<file path="src/rtl/assert_macros.svh">
// Assertion helpers shared by the RTL.
`ifndef ASSERT_MACROS_SVH
`define ASSERT_MACROS_SVH

// Clocked check, masked while reset is asserted.
`define STT_ASSERT(label, prop, msg) \
  label: assert property (@(posedge clk) disable iff (!rst_n) (prop)) else $error(msg);

// Clocked check that also holds across reset.
`define STT_ASSERT_ALWAYS(label, prop, msg) \
  label: assert property (@(posedge clk) (prop)) else $error(msg);

`endif

</file>
<file path="src/rtl/stt_pkg.sv">
`timescale 1ns / 1ps
package stt_pkg;

  localparam int POS_WIDTH_DEF = 16;

  // input operations
  localparam logic OP_CHAR = 1'b0;
  localparam logic OP_END  = 1'b1;

  // result kinds
  localparam logic KIND_TOKEN = 1'b0;
  localparam logic KIND_ERROR = 1'b1;

  // error codes
  localparam logic [1:0] ERR_NONE     = 2'd0;
  localparam logic [1:0] ERR_BAD_CHAR = 2'd1;
  localparam logic [1:0] ERR_OPEN_STR = 2'd2;

  // token kinds
  localparam logic [5:0] TK_END    = 6'd0;
  localparam logic [5:0] TK_IDENT  = 6'd1;
  localparam logic [5:0] TK_NUMBER = 6'd2;
  localparam logic [5:0] TK_STRING = 6'd3;
  localparam logic [5:0] TK_KW_SA  = 6'd17;
  localparam logic [5:0] TK_NONE   = 6'd0;

  // special characters
  localparam logic [7:0] CH_HASH  = 8'h23;
  localparam logic [7:0] CH_QUOTE = 8'h22;
  localparam logic [7:0] CH_DOT   = 8'h2E;
  localparam logic [7:0] CH_NL    = 8'h0A;
  localparam logic [7:0] CH_SPACE = 8'h20;
  localparam logic [7:0] CH_TAB   = 8'h09;
  localparam logic [7:0] CH_CR    = 8'h0D;
  localparam logic [7:0] CH_UNDER = 8'h5F;
  localparam logic [7:0] CH_EQ    = 8'h3D;
  localparam logic [7:0] CH_BANG  = 8'h21;
  localparam logic [7:0] CH_GT    = 8'h3E;
  localparam logic [7:0] CH_LT    = 8'h3C;

  typedef enum logic [2:0] {
    ST_IDLE,
    ST_IDENT,
    ST_INT,
    ST_FRAC,
    ST_STRING,
    ST_COMMENT,
    ST_OPER
  } mode_t;

  typedef struct packed {
    logic        kind;
    logic [5:0]  token_kind;
    logic [1:0]  error_code;
    logic [15:0] start_line;
    logic [15:0] start_column;
    logic [15:0] token_length;
    logic        last_of_run;
  } rslt_t;

  // all results caused by one input item
  typedef struct packed {
    logic [1:0]      cnt;
    rslt_t [2:0]     res;
  } bndl_t;

  function automatic logic is_dig(input logic [7:0] c);
    return (c >= 8'h30) && (c <= 8'h39);
  endfunction

  function automatic logic is_letter(input logic [7:0] c);
    return (c == CH_UNDER) || ((c >= 8'h41) && (c <= 8'h5A)) ||
           ((c >= 8'h61) && (c <= 8'h7A));
  endfunction

  // single-character operator code, zero if none
  function automatic logic [5:0] single_op_code(input logic [7:0] c);
    logic [5:0] r;
    case (c)
      8'h2B:   r = 6'd18;  // +
      8'h2D:   r = 6'd19;  // -
      8'h2A:   r = 6'd20;  // *
      8'h2F:   r = 6'd21;  // /
      8'h5E:   r = 6'd22;  // ^
      8'h40:   r = 6'd23;  // @
      8'h2C:   r = 6'd24;  // ,
      8'h3B:   r = 6'd25;  // ;
      8'h28:   r = 6'd26;  // (
      8'h29:   r = 6'd27;  // )
      8'h7B:   r = 6'd28;  // {
      8'h7D:   r = 6'd29;  // }
      8'h5B:   r = 6'd30;  // [
      8'h5D:   r = 6'd31;  // ]
      8'h21:   r = 6'd32;  // !
      8'h3D:   r = 6'd34;  // =
      8'h3E:   r = 6'd36;  // >
      8'h3C:   r = 6'd38;  // <
      default: r = TK_NONE;
    endcase
    return r;
  endfunction

  function automatic logic [5:0] keyword_code(input logic [7:0] a, input logic [7:0] b,
                                              input logic len1, input logic len2);
    logic [5:0] r;
    r = TK_IDENT;
    if (len2) begin
      if ((a == 8'h73) && (b == 8'h61)) r = TK_KW_SA;
    end else if (len1) begin
      case (a)
        8'h41:   r = 6'd4;   // A
        8'h4F:   r = 6'd5;   // O
        8'h54:   r = 6'd6;   // T
        8'h46:   r = 6'd7;   // F
        8'h66:   r = 6'd8;   // f
        8'h6F:   r = 6'd9;   // o
        8'h4E:   r = 6'd10;  // N
        8'h69:   r = 6'd11;  // i
        8'h70:   r = 6'd12;  // p
        8'h72:   r = 6'd13;  // r
        8'h61:   r = 6'd14;  // a
        8'h77:   r = 6'd15;  // w
        8'h73:   r = 6'd16;  // s
        default: r = TK_IDENT;
      endcase
    end
    return r;
  endfunction

endpackage

</file>
<file path="src/rtl/stt_in_if.sv">
`timescale 1ns / 1ps
interface stt_in_if;
  logic       valid;
  logic       ready;
  logic       op;
  logic [7:0] char_code;

  modport source (output valid, output op, output char_code, input ready);
  modport sink (input valid, input op, input char_code, output ready);
endinterface

</file>
<file path="src/rtl/stt_out_if.sv">
`timescale 1ns / 1ps
interface stt_out_if;
  logic        valid;
  logic        ready;
  logic        kind;
  logic [5:0]  token_kind;
  logic [1:0]  error_code;
  logic [15:0] start_line;
  logic [15:0] start_column;
  logic [15:0] token_length;
  logic        last_of_run;

  modport source (output valid, output kind, output token_kind, output error_code,
                  output start_line, output start_column, output token_length,
                  output last_of_run, input ready);
  modport sink (input valid, input kind, input token_kind, input error_code,
                input start_line, input start_column, input token_length,
                input last_of_run, output ready);
endinterface

</file>
<file path="src/rtl/stt_step.sv">
`timescale 1ns / 1ps
module stt_step #(
  parameter int POS_WIDTH = stt_pkg::POS_WIDTH_DEF
) (
  input  logic                 op,
  input  logic [7:0]           ch,
  input  stt_pkg::mode_t       mode_q,
  input  logic [POS_WIDTH-1:0] line_q,
  input  logic [POS_WIDTH-1:0] col_q,
  input  logic [POS_WIDTH-1:0] tsl_q,
  input  logic [POS_WIDTH-1:0] tsc_q,
  input  logic [POS_WIDTH-1:0] tcc_q,
  input  logic [15:0]          ftc_q,
  output stt_pkg::mode_t       mode_nxt,
  output logic [POS_WIDTH-1:0] line_nxt,
  output logic [POS_WIDTH-1:0] col_nxt,
  output logic [POS_WIDTH-1:0] tsl_nxt,
  output logic [POS_WIDTH-1:0] tsc_nxt,
  output logic [POS_WIDTH-1:0] tcc_nxt,
  output logic [15:0]          ftc_nxt,
  output stt_pkg::bndl_t       bnd
);
  import stt_pkg::*;

  localparam logic [POS_WIDTH-1:0] PosMax = '1;
  localparam logic [POS_WIDTH-1:0] PosOne = POS_WIDTH'(1);

  function automatic logic [POS_WIDTH-1:0] sat_inc(input logic [POS_WIDTH-1:0] v);
    return (v == PosMax) ? v : v + PosOne;
  endfunction

  logic [5:0]           op1_in;
  logic [5:0]           op1_pend;
  logic [5:0]           kw;
  logic                 tok_v;
  logic [5:0]           tok_kind;
  logic [POS_WIDTH-1:0] tok_len;
  logic                 err2_v;
  logic                 sc;
  logic                 sc_err;
  logic                 end_v;
  logic                 pend_cmp;
  rslt_t                cand [4];
  logic [3:0]           cvld;
  logic [1:0]           idx;

  assign op1_in   = single_op_code(ch);
  assign op1_pend = single_op_code(ftc_q[7:0]);
  assign kw       = keyword_code(ftc_q[7:0], ftc_q[15:8], tcc_q == PosOne,
                                 tcc_q == POS_WIDTH'(2));
  assign pend_cmp = (ftc_q[7:0] == CH_BANG) || (ftc_q[7:0] == CH_EQ) ||
                    (ftc_q[7:0] == CH_GT) || (ftc_q[7:0] == CH_LT);

  always_comb begin
    mode_nxt = mode_q;
    line_nxt = line_q;
    col_nxt  = col_q;
    tsl_nxt  = tsl_q;
    tsc_nxt  = tsc_q;
    tcc_nxt  = tcc_q;
    ftc_nxt  = ftc_q;
    tok_v    = 1'b0;
    tok_kind = TK_NONE;
    tok_len  = tcc_q;
    err2_v   = 1'b0;
    sc       = 1'b0;
    sc_err   = 1'b0;
    end_v    = 1'b0;

    if (op == OP_END) begin
      case (mode_q)
        ST_IDENT: begin
          tok_v    = 1'b1;
          tok_kind = kw;
        end
        ST_INT, ST_FRAC: begin
          tok_v    = 1'b1;
          tok_kind = TK_NUMBER;
        end
        ST_OPER: begin
          tok_v    = 1'b1;
          tok_kind = op1_pend;
        end
        ST_STRING: begin
          err2_v   = 1'b1;
          tok_v    = 1'b1;
          tok_kind = TK_STRING;
        end
        default: ;
      endcase
      end_v    = 1'b1;
      mode_nxt = ST_IDLE;
      line_nxt = '0;
      col_nxt  = '0;
      tsl_nxt  = '0;
      tsc_nxt  = '0;
      tcc_nxt  = '0;
      ftc_nxt  = '0;
    end else begin
      case (mode_q)
        ST_IDENT: begin
          if (is_letter(ch)) begin
            if (tcc_q == PosOne) ftc_nxt[15:8] = ch;
            tcc_nxt = sat_inc(tcc_q);
            col_nxt = sat_inc(col_q);
          end else begin
            tok_v    = 1'b1;
            tok_kind = kw;
            sc       = 1'b1;
          end
        end
        ST_INT, ST_FRAC: begin
          if (is_dig(ch) || ((mode_q == ST_INT) && (ch == CH_DOT))) begin
            tcc_nxt = sat_inc(tcc_q);
            col_nxt = sat_inc(col_q);
            if (ch == CH_DOT) mode_nxt = ST_FRAC;
          end else begin
            tok_v    = 1'b1;
            tok_kind = TK_NUMBER;
            sc       = 1'b1;
          end
        end
        ST_STRING: begin
          if (ch == CH_QUOTE) begin
            tcc_nxt  = sat_inc(tcc_q);
            col_nxt  = sat_inc(col_q);
            tok_v    = 1'b1;
            tok_kind = TK_STRING;
            tok_len  = sat_inc(tcc_q);
            mode_nxt = ST_IDLE;
          end else if (ch == CH_NL) begin
            err2_v   = 1'b1;
            tok_v    = 1'b1;
            tok_kind = TK_STRING;
            line_nxt = sat_inc(line_q);
            col_nxt  = '0;
            mode_nxt = ST_IDLE;
          end else begin
            tcc_nxt = sat_inc(tcc_q);
            col_nxt = sat_inc(col_q);
          end
        end
        ST_COMMENT: begin
          if (ch == CH_NL) begin
            line_nxt = sat_inc(line_q);
            col_nxt  = '0;
            mode_nxt = ST_IDLE;
          end else begin
            col_nxt = sat_inc(col_q);
          end
        end
        ST_OPER: begin
          if ((ch == CH_EQ) && pend_cmp) begin
            tcc_nxt  = sat_inc(tcc_q);
            col_nxt  = sat_inc(col_q);
            tok_v    = 1'b1;
            tok_kind = op1_pend + 6'd1;
            tok_len  = sat_inc(tcc_q);
            mode_nxt = ST_IDLE;
          end else begin
            tok_v    = 1'b1;
            tok_kind = op1_pend;
            sc       = 1'b1;
          end
        end
        default: sc = 1'b1;
      endcase

      // handle this byte afresh: start a lexeme or comment, take a newline or blank, or flag a bad byte
      if (sc) begin
        mode_nxt = ST_IDLE;
        col_nxt  = sat_inc(col_q);
        if ((op1_in != TK_NONE) || (ch == CH_QUOTE) || is_dig(ch) || is_letter(ch)) begin
          tsl_nxt = line_q;
          tsc_nxt = col_q;
          tcc_nxt = PosOne;
          ftc_nxt = {8'h00, ch};
          if (op1_in != TK_NONE) mode_nxt = ST_OPER;
          else if (ch == CH_QUOTE) mode_nxt = ST_STRING;
          else if (is_dig(ch)) mode_nxt = ST_INT;
          else mode_nxt = ST_IDENT;
        end else if (ch == CH_HASH) begin
          mode_nxt = ST_COMMENT;
        end else if (ch == CH_NL) begin
          line_nxt = sat_inc(line_q);
          col_nxt  = '0;
        end else if ((ch == CH_SPACE) || (ch == CH_TAB) || (ch == CH_CR)) begin
          mode_nxt = ST_IDLE;
        end else begin
          sc_err = 1'b1;
        end
      end
    end
  end

  // candidates in emission order: open string error, token, bad byte, end
  always_comb begin
    cand[0] = '{kind: KIND_ERROR, token_kind: TK_NONE, error_code: ERR_OPEN_STR,
                start_line: 16'(line_q), start_column: 16'(col_q), token_length: 16'd0,
                last_of_run: 1'b0};
    cand[1] = '{kind: KIND_TOKEN, token_kind: tok_kind, error_code: ERR_NONE,
                start_line: 16'(tsl_q), start_column: 16'(tsc_q),
                token_length: 16'(tok_len), last_of_run: 1'b0};
    cand[2] = '{kind: KIND_ERROR, token_kind: TK_NONE, error_code: ERR_BAD_CHAR,
                start_line: 16'(line_q), start_column: 16'(col_q), token_length: 16'd0,
                last_of_run: 1'b0};
    cand[3] = '{kind: KIND_TOKEN, token_kind: TK_END, error_code: ERR_NONE,
                start_line: 16'(line_q), start_column: 16'(col_q), token_length: 16'd0,
                last_of_run: 1'b0};
    cvld = {end_v, sc_err, tok_v, err2_v};
  end

  // pack present results into consecutive slots
  always_comb begin
    bnd = '0;
    idx = 2'd0;
    for (int i = 0; i < 4; i++) begin
      if (cvld[i] && (idx != 2'd3)) begin
        bnd.res[idx] = cand[i];
        idx = idx + 2'd1;
      end
    end
    bnd.cnt = idx;
    if (idx != 2'd0) bnd.res[idx - 2'd1].last_of_run = 1'b1;
  end

endmodule

</file>
<file path="src/rtl/source_text_tokenizer.sv">
`timescale 1ns / 1ps
// Streaming lexer: source bytes (op 0) and an end-of-input marker (op 1) enter
// on in_ch; tokens and error reports leave on out_ch, one result per beat, with
// last_of_run set on the final result that an input beat caused. An input beat
// is classified in the cycle it is accepted and its results (zero to three)
// land together in a two-entry result buffer, so the block takes one byte per
// cycle while in_ch.ready is high; results leave from the buffer. Throughput
// is set by the output port: an item with n results holds the output for n
// beats, and in_ch.ready drops only when both buffer entries are occupied and
// the older one is not finishing its last beat. Positions and lengths count in
// POS_WIDTH bits, saturate at the top value, and are reported in 16 bits.
// A token is reported on the beat that ends it; end of input flushes any open
// token, emits END and restarts at line 0, column 0.
module source_text_tokenizer #(
  parameter int POS_WIDTH = stt_pkg::POS_WIDTH_DEF
) (
  input logic         clk,
  input logic         rst_n,
  stt_in_if.sink      in_ch,
  stt_out_if.source   out_ch
);
  import stt_pkg::*;
  `include "assert_macros.svh"

  // scanner state
  mode_t                mode_r;
  logic [POS_WIDTH-1:0] line_r;
  logic [POS_WIDTH-1:0] col_r;
  logic [POS_WIDTH-1:0] tsl_r;
  logic [POS_WIDTH-1:0] tsc_r;
  logic [POS_WIDTH-1:0] tcc_r;
  logic [15:0]          ftc_r;

  mode_t                mode_nxt;
  logic [POS_WIDTH-1:0] line_nxt;
  logic [POS_WIDTH-1:0] col_nxt;
  logic [POS_WIDTH-1:0] tsl_nxt;
  logic [POS_WIDTH-1:0] tsc_nxt;
  logic [POS_WIDTH-1:0] tcc_nxt;
  logic [15:0]          ftc_nxt;
  bndl_t                bnd;

  // result buffer: two bundles, drained one slot per beat
  bndl_t      bnd_r [2];
  logic       wr_r;
  logic       rd_r;
  logic [1:0] fill_r;
  logic [1:0] sub_r;

  bndl_t      cur;
  rslt_t      cur_res;
  logic       in_acc;
  logic       out_beat;
  logic       push;
  logic       pop;
  logic       last_slot;

  stt_step #(.POS_WIDTH(POS_WIDTH)) u_step (
    .op       (in_ch.op),
    .ch       (in_ch.char_code),
    .mode_q   (mode_r),
    .line_q   (line_r),
    .col_q    (col_r),
    .tsl_q    (tsl_r),
    .tsc_q    (tsc_r),
    .tcc_q    (tcc_r),
    .ftc_q    (ftc_r),
    .mode_nxt (mode_nxt),
    .line_nxt (line_nxt),
    .col_nxt  (col_nxt),
    .tsl_nxt  (tsl_nxt),
    .tsc_nxt  (tsc_nxt),
    .tcc_nxt  (tcc_nxt),
    .ftc_nxt  (ftc_nxt),
    .bnd      (bnd)
  );

  assign cur       = bnd_r[rd_r];
  assign cur_res   = cur.res[sub_r];
  assign last_slot = (sub_r == (cur.cnt - 2'd1));

  assign out_ch.valid        = (fill_r != 2'd0);
  assign out_ch.kind         = cur_res.kind;
  assign out_ch.token_kind   = cur_res.token_kind;
  assign out_ch.error_code   = cur_res.error_code;
  assign out_ch.start_line   = cur_res.start_line;
  assign out_ch.start_column = cur_res.start_column;
  assign out_ch.token_length = cur_res.token_length;
  assign out_ch.last_of_run  = cur_res.last_of_run;

  assign out_beat = out_ch.valid && out_ch.ready;
  assign pop      = out_beat && last_slot;

  // take a new beat whenever a buffer entry is free or frees up now
  assign in_ch.ready = (fill_r != 2'd2) || pop;
  assign in_acc      = in_ch.valid && in_ch.ready;
  // beats that cause no result never enter the buffer
  assign push        = in_acc && (bnd.cnt != 2'd0);

  always_ff @(posedge clk) begin
    if (!rst_n) begin
      mode_r <= ST_IDLE;
      line_r <= '0;
      col_r  <= '0;
      tsl_r  <= '0;
      tsc_r  <= '0;
      tcc_r  <= '0;
      ftc_r  <= '0;
      wr_r   <= 1'b0;
      rd_r   <= 1'b0;
      fill_r <= 2'd0;
      sub_r  <= 2'd0;
    end else begin
      if (in_acc) begin
        mode_r <= mode_nxt;
        line_r <= line_nxt;
        col_r  <= col_nxt;
        tsl_r  <= tsl_nxt;
        tsc_r  <= tsc_nxt;
        tcc_r  <= tcc_nxt;
        ftc_r  <= ftc_nxt;
      end
      if (push) wr_r <= ~wr_r;
      // advance through the head bundle; drop it after its last slot
      if (out_beat) begin
        if (last_slot) begin
          sub_r <= 2'd0;
          rd_r  <= ~rd_r;
        end else begin
          sub_r <= sub_r + 2'd1;
        end
      end
      fill_r <= fill_r + {1'b0, push} - {1'b0, pop};
    end
  end

  // hold bundle payload, no reset needed
  always_ff @(posedge clk) begin
    if (push) bnd_r[wr_r] <= bnd;
  end

  `STT_ASSERT(a_slot_in_range, out_ch.valid |-> (sub_r < cur.cnt), "slot index past bundle")
  `STT_ASSERT(a_last_flag, out_ch.valid |-> (out_ch.last_of_run == last_slot), "last_of_run misplaced")
  `STT_ASSERT(a_end_restart, (in_acc && (in_ch.op == OP_END)) |=> ((mode_r == ST_IDLE) && (line_r == '0) && (col_r == '0)), "end of input did not restart scanner")
  `STT_ASSERT(a_fill_bound, fill_r != 2'd3, "result buffer overfilled")
  `STT_ASSERT_ALWAYS(a_reset_empty, !rst_n |=> (fill_r == 2'd0), "buffer not empty after reset")

endmodule
</file>
<file path="src/flat_wrapper.sv">
// flat-port wrapper written by rule: the top's interface ports become plain ports
module source_text_tokenizer_flat import stt_pkg::*;
#(
  parameter int POS_WIDTH = stt_pkg::POS_WIDTH_DEF
)
  (clk, rst_n, in_ch_valid, in_ch_op, in_ch_char_code, in_ch_ready, out_ch_valid, out_ch_kind, out_ch_token_kind, out_ch_error_code, out_ch_start_line, out_ch_start_column, out_ch_token_length, out_ch_last_of_run, out_ch_ready);
  stt_in_if in_ch_i ();
  stt_out_if out_ch_i ();
  input logic clk;
  input logic rst_n;
  input wire logic [$bits(in_ch_i.valid)-1:0] in_ch_valid;
  input wire logic [$bits(in_ch_i.op)-1:0] in_ch_op;
  input wire logic [$bits(in_ch_i.char_code)-1:0] in_ch_char_code;
  output wire logic [$bits(in_ch_i.ready)-1:0] in_ch_ready;
  output wire logic [$bits(out_ch_i.valid)-1:0] out_ch_valid;
  output wire logic [$bits(out_ch_i.kind)-1:0] out_ch_kind;
  output wire logic [$bits(out_ch_i.token_kind)-1:0] out_ch_token_kind;
  output wire logic [$bits(out_ch_i.error_code)-1:0] out_ch_error_code;
  output wire logic [$bits(out_ch_i.start_line)-1:0] out_ch_start_line;
  output wire logic [$bits(out_ch_i.start_column)-1:0] out_ch_start_column;
  output wire logic [$bits(out_ch_i.token_length)-1:0] out_ch_token_length;
  output wire logic [$bits(out_ch_i.last_of_run)-1:0] out_ch_last_of_run;
  input wire logic [$bits(out_ch_i.ready)-1:0] out_ch_ready;
  assign in_ch_i.valid = in_ch_valid;
  assign in_ch_i.op = in_ch_op;
  assign in_ch_i.char_code = in_ch_char_code;
  assign in_ch_ready = in_ch_i.ready;
  assign out_ch_valid = out_ch_i.valid;
  assign out_ch_kind = out_ch_i.kind;
  assign out_ch_token_kind = out_ch_i.token_kind;
  assign out_ch_error_code = out_ch_i.error_code;
  assign out_ch_start_line = out_ch_i.start_line;
  assign out_ch_start_column = out_ch_i.start_column;
  assign out_ch_token_length = out_ch_i.token_length;
  assign out_ch_last_of_run = out_ch_i.last_of_run;
  assign out_ch_i.ready = out_ch_ready;
  source_text_tokenizer #(.POS_WIDTH(POS_WIDTH)) u_core (.clk(clk), .rst_n(rst_n), .in_ch(in_ch_i), .out_ch(out_ch_i));
endmodule
</file>
<file path="config.mk">
export PLATFORM = sky130hd
export DESIGN_NAME = source_text_tokenizer_flat
export DESIGN_NICKNAME = d
export VERILOG_FILES = /design/src/rtl/stt_pkg.sv /design/src/rtl/stt_in_if.sv /design/src/rtl/stt_out_if.sv /design/src/rtl/stt_step.sv /design/src/rtl/source_text_tokenizer.sv /design/src/flat_wrapper.sv
export VERILOG_INCLUDE_DIRS = /design/src /design/src/rtl
export SDC_FILE = /design/constraint.sdc
export NUM_CORES = 1
export LEC_CHECK = 0
export ABC_CLOCK_PERIOD_IN_PS = 25500
export BUFFER_PORTS_ARGS = -buffer_cell sky130_fd_sc_hd__buf_2
export CAP_MARGIN = 40
export CORE_MARGIN = 2
export CORE_UTILIZATION = 62
export DETAILED_ROUTE_END_ITERATION = 10
export PLACE_DENSITY = 0.79
export SYNTH_ARGS = -nofsm -noshare
export SYNTH_HDL_FRONTEND = slang
export SYNTH_SLANG_ARGS = --single-unit
export TNS_END_PERCENT = 50
</file>
<file path="constraint.sdc">
create_clock -name clk -period 25.5 [get_ports clk]
set_input_delay 1.275 -clock clk [delete_from_list [all_inputs] [get_ports clk]]
set_output_delay 1.275 -clock clk [all_outputs]
set_load 0.05 [all_outputs]
</file>
Yosys cells after proc, flatten, opt, wreduce, memory -nomap -nowiden
Memory sizes are Yosys's and may differ from the RTL's. A register that Yosys moved wholly into a read port is not among the register bits.
Index checks and enable logic that the tools add are counted.
W data, S select, Z words.
{"block": "totals", "elab_cells": 284, "ramBits": 352, "out_inout_bits": 60, "n_memories": 1, "in_bits": 13, "register_bits": 105}
{"memory": "u_core.bnd_r", "depth": 2, "word_bits": 176, "read_ports": 1, "rd_clocked_by_memory_dff": 1, "write_ports": 1, "line": "source_text_tokenizer.sv:44", "source": "bndl_t bnd_r [2];"}
{"block": "op_classes", "n_addsub": 12, "magnitude_cmp": 15, "eq_ne": 78, "muxes": 121, "reduce_logical": 43, "bitwise": 2}
{"cell": "$bwmux W174", "n": 4}
{"cell": "$mux W174", "n": 4}
{"cell": "$mux W16", "n": 38}
{"cell": "$demux W58 S2", "n": 4}
{"cell": "$mux W58", "n": 5}
{"cell": "$eq A8 B6 Y1 const B", "n": 28}
{"cell": "$eq A8 B7 Y1 const B", "n": 27}
{"cell": "$pmux W6 S18", "n": 2}
{"cell": "$bmux W58 S2", "n": 1}
{"cell": "$pmux W16 S5", "n": 1}
{"cell": "$pmux W5 S13", "n": 1}
{"cell": "$pmux W16 S2", "n": 2}
{"cell": "$pmux W16 S4", "n": 1}
{"cell": "$add A16 B1 Y16 const B", "n": 3}
{"cell": "$eq A16 B16 Y1 const B", "n": 3}
{"cell": "$pmux W6 S4", "n": 2}
{"cell": "$mux W3", "n": 11}
{"cell": "$mux W1", "n": 25}
{"cell": "$eq A8 B4 Y1 const B", "n": 3}
{"cell": "$mux W6", "n": 4}
{"cell": "$mux W8", "n": 3}
{"cell": "$logic_and A1 B1 Y1", "n": 17}
{"cell": "$eq A16 B1 Y1 const B", "n": 1}
{"cell": "$eq A16 B2 Y1 const B", "n": 1}
{"cell": "31 further kinds", "n": 80}

Longest topological paths before layout
{"block": "logic_depth", "depth_word": 22, "depth_mapped": 17, "depth_no_buf": 11}

Hierarchy
Synthesis repeated with hierarchy kept, for this count alone.
{"block": "hier_totals", "cells_unflattened": 2091, "hier_area_um2": 23298.6}
{"module": "source_text_tokenizer", "instances": 1, "seq_area_each_um2": 12692.2, "cells_each": 1098, "area_per_inst_um2": 17520.6}
{"module": "stt_step", "instances": 1, "seq_area_each_um2": 0.0, "cells_each": 993, "area_per_inst_um2": 5778.0}

Worst setup path before layout
No wires, ideal clock.
{"block": "synth_timing", "kind": "in2reg", "startpoint": "in in_ch_char_code[4]", "endpoint": "reg u_core.wr_r", "t_arrival_ns": 19.300, "cell_stages": 14, "t_required_ns": 25.377, "setup_ns": 0.123, "path_slack_ns": 6.077, "path_buffers": 4, "path_cell_list": "buf_4 -> or3_1 -> or4_1 -> clkbuf_1 -> a21oi_1 -> nor2_1 -> a41oi_2 -> clkbuf_1 -> ha_1 -> buf_1 -> o221ai_1 -> nor4_2 -> nor4_1 -> o21a_1"}
{"block": "synth_via", "elab_chain_cells": 17, "word_cells_on_any_way": 80, "classes_between": "add/sub: 3; order compare: 6; eq/ne: 29; mux: 23; reduce/logical: 19"}
{"item": "from (decl)", "line": "flat_wrapper.sv:13", "source": "input wire logic [$bits(in_ch_i.char_code)-1:0] in_ch_char_code;"}
{"item": "parallel branches: the longest is 11 deep, another holds $ge A8 B7 Y1"}
{"item": "$mux W2 *", "line": "stt_step.sv:218", "source": "if (cvld[i] && (idx != 2'd3)) begin"}
{"item": "parallel branches: the longest is 2 deep, another holds $add A2 B1 Y2"}
{"item": "$mux W2 *", "line": "stt_step.sv:218"}
{"item": "$reduce_bool A2 Y1 *", "line": "source_text_tokenizer.sv:98", "source": "assign push = in_acc && (bnd.cnt != 2'd0);"}
{"item": "$logic_and A1 B1 Y1 *", "line": "source_text_tokenizer.sv:98"}
{"item": "to (signal assigned)", "line": "source_text_tokenizer.sv:123", "source": "if (push) wr_r <= ~wr_r;"}
{"item": "to (decl)", "line": "source_text_tokenizer.sv:45", "source": "logic wr_r;"}
Every way passes the cells marked *. The select of a mux whose other input is x is not followed.
A chain may end at the register's enable or synchronous reset.

Worst setup path in the final report
{"block": "layout_timing", "startpoint": "in in_ch_char_code[2]", "endpoint": "mem u_core.bnd_r[1][40] in the netlist's numbering (enable)"}
{"block": "layout_via", "elab_chain_cells": 19, "word_cells_on_any_way": 82, "classes_between": "add/sub: 3; order compare: 6; eq/ne: 29; mux: 25; reduce/logical: 19"}
{"item": "parallel branches: the longest is 11 deep, another holds $ge A8 B7 Y1"}
{"item": "$mux W2 *", "line": "stt_step.sv:218"}
{"item": "parallel branches: the longest is 2 deep, another holds $add A2 B1 Y2"}
{"item": "$mux W2 *", "line": "stt_step.sv:218"}
{"item": "$reduce_bool A2 Y1 *", "line": "source_text_tokenizer.sv:98"}
{"item": "$logic_and A1 B1 Y1 *", "line": "source_text_tokenizer.sv:98"}
{"item": "$mux W1 *", "line": "source_text_tokenizer.sv:139", "source": "if (push) bnd_r[wr_r] <= bnd;"}
{"item": "$mux W1 (not written as such) *", "line": "source_text_tokenizer.sv:139"}
{"item": "to (decl)", "line": "source_text_tokenizer.sv:44"}
Marked as above.

==> impl_metrics.py <==
metrics = {
    "outcome": {
        "status": "finished clean",
    },
    "drt": {
        "wl_per_cell_um": 22.2,
        "finalWirelength_um": 48400,
        "firstDrtPassIters": 6,
        "viasPerCell": 6.66,
        "initialDrtViolationCount": 1932,
        "drcViolationCount": 0,
        "vias": 14500,
        "ant_nets": 0,
    },
    "timing": {
        "drv_slew": 0,
        "setup_violations": 0,
        "fin_crit_ns": 6.44,
        "fin_skew_ns": 0.0257,
        "max_freq_mhz": 155,
        "tightest_slew_ns": 1.05,
        "rsz0062_at_grt": "false",
        "finalCritPeriodShare_pct": 25.3,
        "finalHoldViolCount": 0,
        "slew_headroom_pct": 29.2,
        "setup_tns_ns": 0,
    },
    "power": {
        "leakagePower_uw": 0.00750,
        "power.density_nw_per_um2": 75.9,
        "finalPower_uw": 1680,
        "peakVddDrop_mv": 0.0585,
    },
    "clocking": {
        "ctsHoldBuffers": 0,
        "cts_num_sinks": 406,
        "post_cts_buffers": 0,
        "clockBufferDepth": 3,
        "cts.clk_slew.worst_paths_ns": 0.06,
        "clock-root-buffer": "clkbuf_16",
        "cts_resized": 0,
        "cts_tree": "built",
        "clk_latency_ns": 0.55,
        "cts_htree_levels": 2,
        "cts_buffers": 41,
    },
    "logic_synthesis": {
        "synth_top_area_share_pct": 45.2,
        "synth_cells": 1706,
        "yosysTopAreaCell": "edfxtp_1",
        "synth_warnings": 0,
        "seq_area_frac_synth_pct": 55.8,
        "synth_edf_count": 300,
        "async_reset_ff_share_pct": 0,
        "ys.flop_type": "edfxtp_1",
        "synth_area_leaders": "edfxtp_1, dfxtp_1, mux4_2",
        "ys_types": 92,
        "syn_area_um2": 19900,
        "syn_avg_cell_area_um2": 11.7,
        "ys_seq_elements": 406,
    },
    "worst_setup_path": {
        "cp_data_required_time_ns": 25.66,
        "critPathMaxFanout": 67,
        "cp-start-kind": "input pin",
        "cp-end-kind": "register",
        "critical_path_class": "input pin to register",
        "crit_arrival_ns": 6.60,
    },
    "global_routing": {
        "grt_antenna_before_repair": 0,
        "gr-usage-all-layers_pct": 29.2,
        "grt_pass1_vias": 14200,
        "grt_max_degree": 68,
        "globalRoute.totalOverflow": 0,
        "grt_pass1_wl_um": 77100,
    },
    "final_layout": {
        "drive_above_1_share_pct": 15.3,
        "diodes": 0,
        "nFillCells": 2211,
        "stdcell_count": 2177,
        "design_area_um2": 22100,
        "syn_to_final_growth_pct": 11.0,
        "fin_nets": 1767,
    },
    "place": {
        "io_buffer_count": 72,
        "dp_hpwl_um": 31200,
        "placed_cell_area_um2": 20800,
        "placed_cells_incl_taps": 2101,
        "routabilityCongestion": 0.926,
    },
    "hold_path": {
        "hold_class": "register to register",
    },
    "die": {
        "die-area_um2": 33600,
        "die_w_um": 183,
        "coreArea_um2": 31600,
        "start_util_pct": 63.0,
        "rows": 65,
        "io_pins": 73,
        "die_y_um": 183,
    },
    "run": {
        "maxCapViolations": 0,
    },
}
synthesized netlist by cell type (all sizes together), types with 5 or more instances:
cell type / n
o221ai: 6
a311oi: 5
or3b: 5
nor3: 43
nor2b: 35
nor4: 23
edfxtp: 300
nand4b: 6
buf: 35
o22ai: 40
a211oi: 13
nand2: 140
nand4: 33
mux4: 55
or4: 10
o31ai: 7
a22o: 39
and3: 17
a21boi: 6
o41ai: 5
nor4b: 5
mux2i: 111
nor2: 88
xnor2: 17
o211ai: 15
o21ai: 71
a41oi: 5
nand2b: 14
o21a: 9
clkbuf: 83
a21oi: 80
or3: 10
nor3b: 6
ha: 11
dfxtp: 106
nand3: 39
a2111oi: 5
inv: 92
a31oi: 18
a21o: 7
and2: 39
cell families after synthesis:
| family | count (synthesis) | synth area share [%] |
|---|---|---|
| DFF | 406 | 55.8 |
| buffers and inverters | 212 | 4.30 |
| muxes | 166 | 11.8 |
| adders and majority gates | 11 | 0.690 |
| xor gates and xnor gates | 20 | 0.878 |
| other | 1 | 0.0188 |
| and+or+nand+nor | 531 | 14.2 |
| AOI/OAI and AO/OA | 359 | 12.3 |
final cells by class:
cell class	instances	area [µm²]	area share, %
multi-input combinational	1095	8050	36.4
tap	402	503	2.27
inverter	94	353	1.59
clock buffer	63	1240	5.61
clock inverter	12	111	0.503
timing repair buffer	105	734	3.32
sequential	406	11100	50.3
path summary, 6_finish.rpt:
path,from,endpoint,slack [ns],cells past startpoint
worst max register to register,u_core.mode_r[0]$_SDFFE_PN0P_,u_core.bnd_r[1][40]$_DFFE_PP_,20.04,13
worst min-delay path,u_core.ftc_r[14]$_SDFFE_PN0P_,u_core.ftc_r[14]$_SDFFE_PN0P_,0.48,2
worst max-delay path,in_ch_char_code[2],u_core.bnd_r[1][40]$_DFFE_PP_,19.06,15
worst min register to register,u_core.ftc_r[14]$_SDFFE_PN0P_,u_core.ftc_r[14]$_SDFFE_PN0P_,0.48,2
registers in the layout (all words and copies together), names as in the netlist, named ones only:
name / count
u_core.wr_r: 1
u_core.mode_r: 3
u_core.tcc_r: 16
u_core.line_r: 16
u_core.fill_r: 2
u_core.bnd_r: 300
u_core.rd_r: 1
u_core.col_r: 16
u_core.sub_r: 2
u_core.tsl_r: 16
u_core.tsc_r: 16
u_core.ftc_r: 16
routing by layer:
| layer | part of all wire, % | track usage, % | up-vias |
|---|---|---|---|
| li1 | - | - | 6539 |
| met1 | 42 | 41.9 | 7130 |
| met2 | 47 | 46.6 | 729 |
| met3 | 8.4 | 4.11 | 109 |
| met4 | 2.4 | 8.86 | 0 |
| met5 | 0 | 0 | - |
metrics by stage:
stage	utilization, %	hold WS (ns)	setup WS, ns
2_1_floorplan	-	0.440	6.08
3_5_place_dp	65.7	0.474	18.56
4_1_cts	69.9	0.481	19.11
5_1_grt	69.9	0.491	18.77
6_report	69.9	0.479	19.06
3_3_place_gp	65.0	0.455	18.00
critical path, stage by stage:
cell and delay (ns):
buf_2 0.20, or4_1 0.58, or3_1 0.46, nand2_1 0.24
nand2_1 0.34, clkinv_1 0.40, buf_4 0.41, ha_1 0.29
inv_1 0.13, o221ai_1 0.35, nor4_2 0.17, nor4_2 0.29
buf_4 0.28, buf_16 0.31, buf_4 0.74
report_power, final:
part           internal [µW]  leakage, µW  switching (µW)
Sequential               758      0.00372            16.7
Clock                    347     0.000666             246
Combinational           93.2      0.00311             218
Total                   1200      0.00750             480
cells in the final DEF (no fill, tap or decap), types with 13 or more instances in the layout:
cell and count:
and2_1 39, nand3_1 39, o21ai_0 67, nand2b_1 14
dfxtp_1 103, nor2b_1 35, xnor2_1 17, inv_1 92
o211ai_1 13, nand2_1 140, o22ai_1 40, a31oi_1 18
nand4_1 32, nor2_1 86, mux2i_1 111, nor4_1 18
and3_1 17, clkbuf_16 43, mux4_2 55, a21oi_1 74
edfxtp_1 300, a22o_1 39, buf_4 23, nor3_1 40
buf_2 73
(Power assumes the default switching activity.)
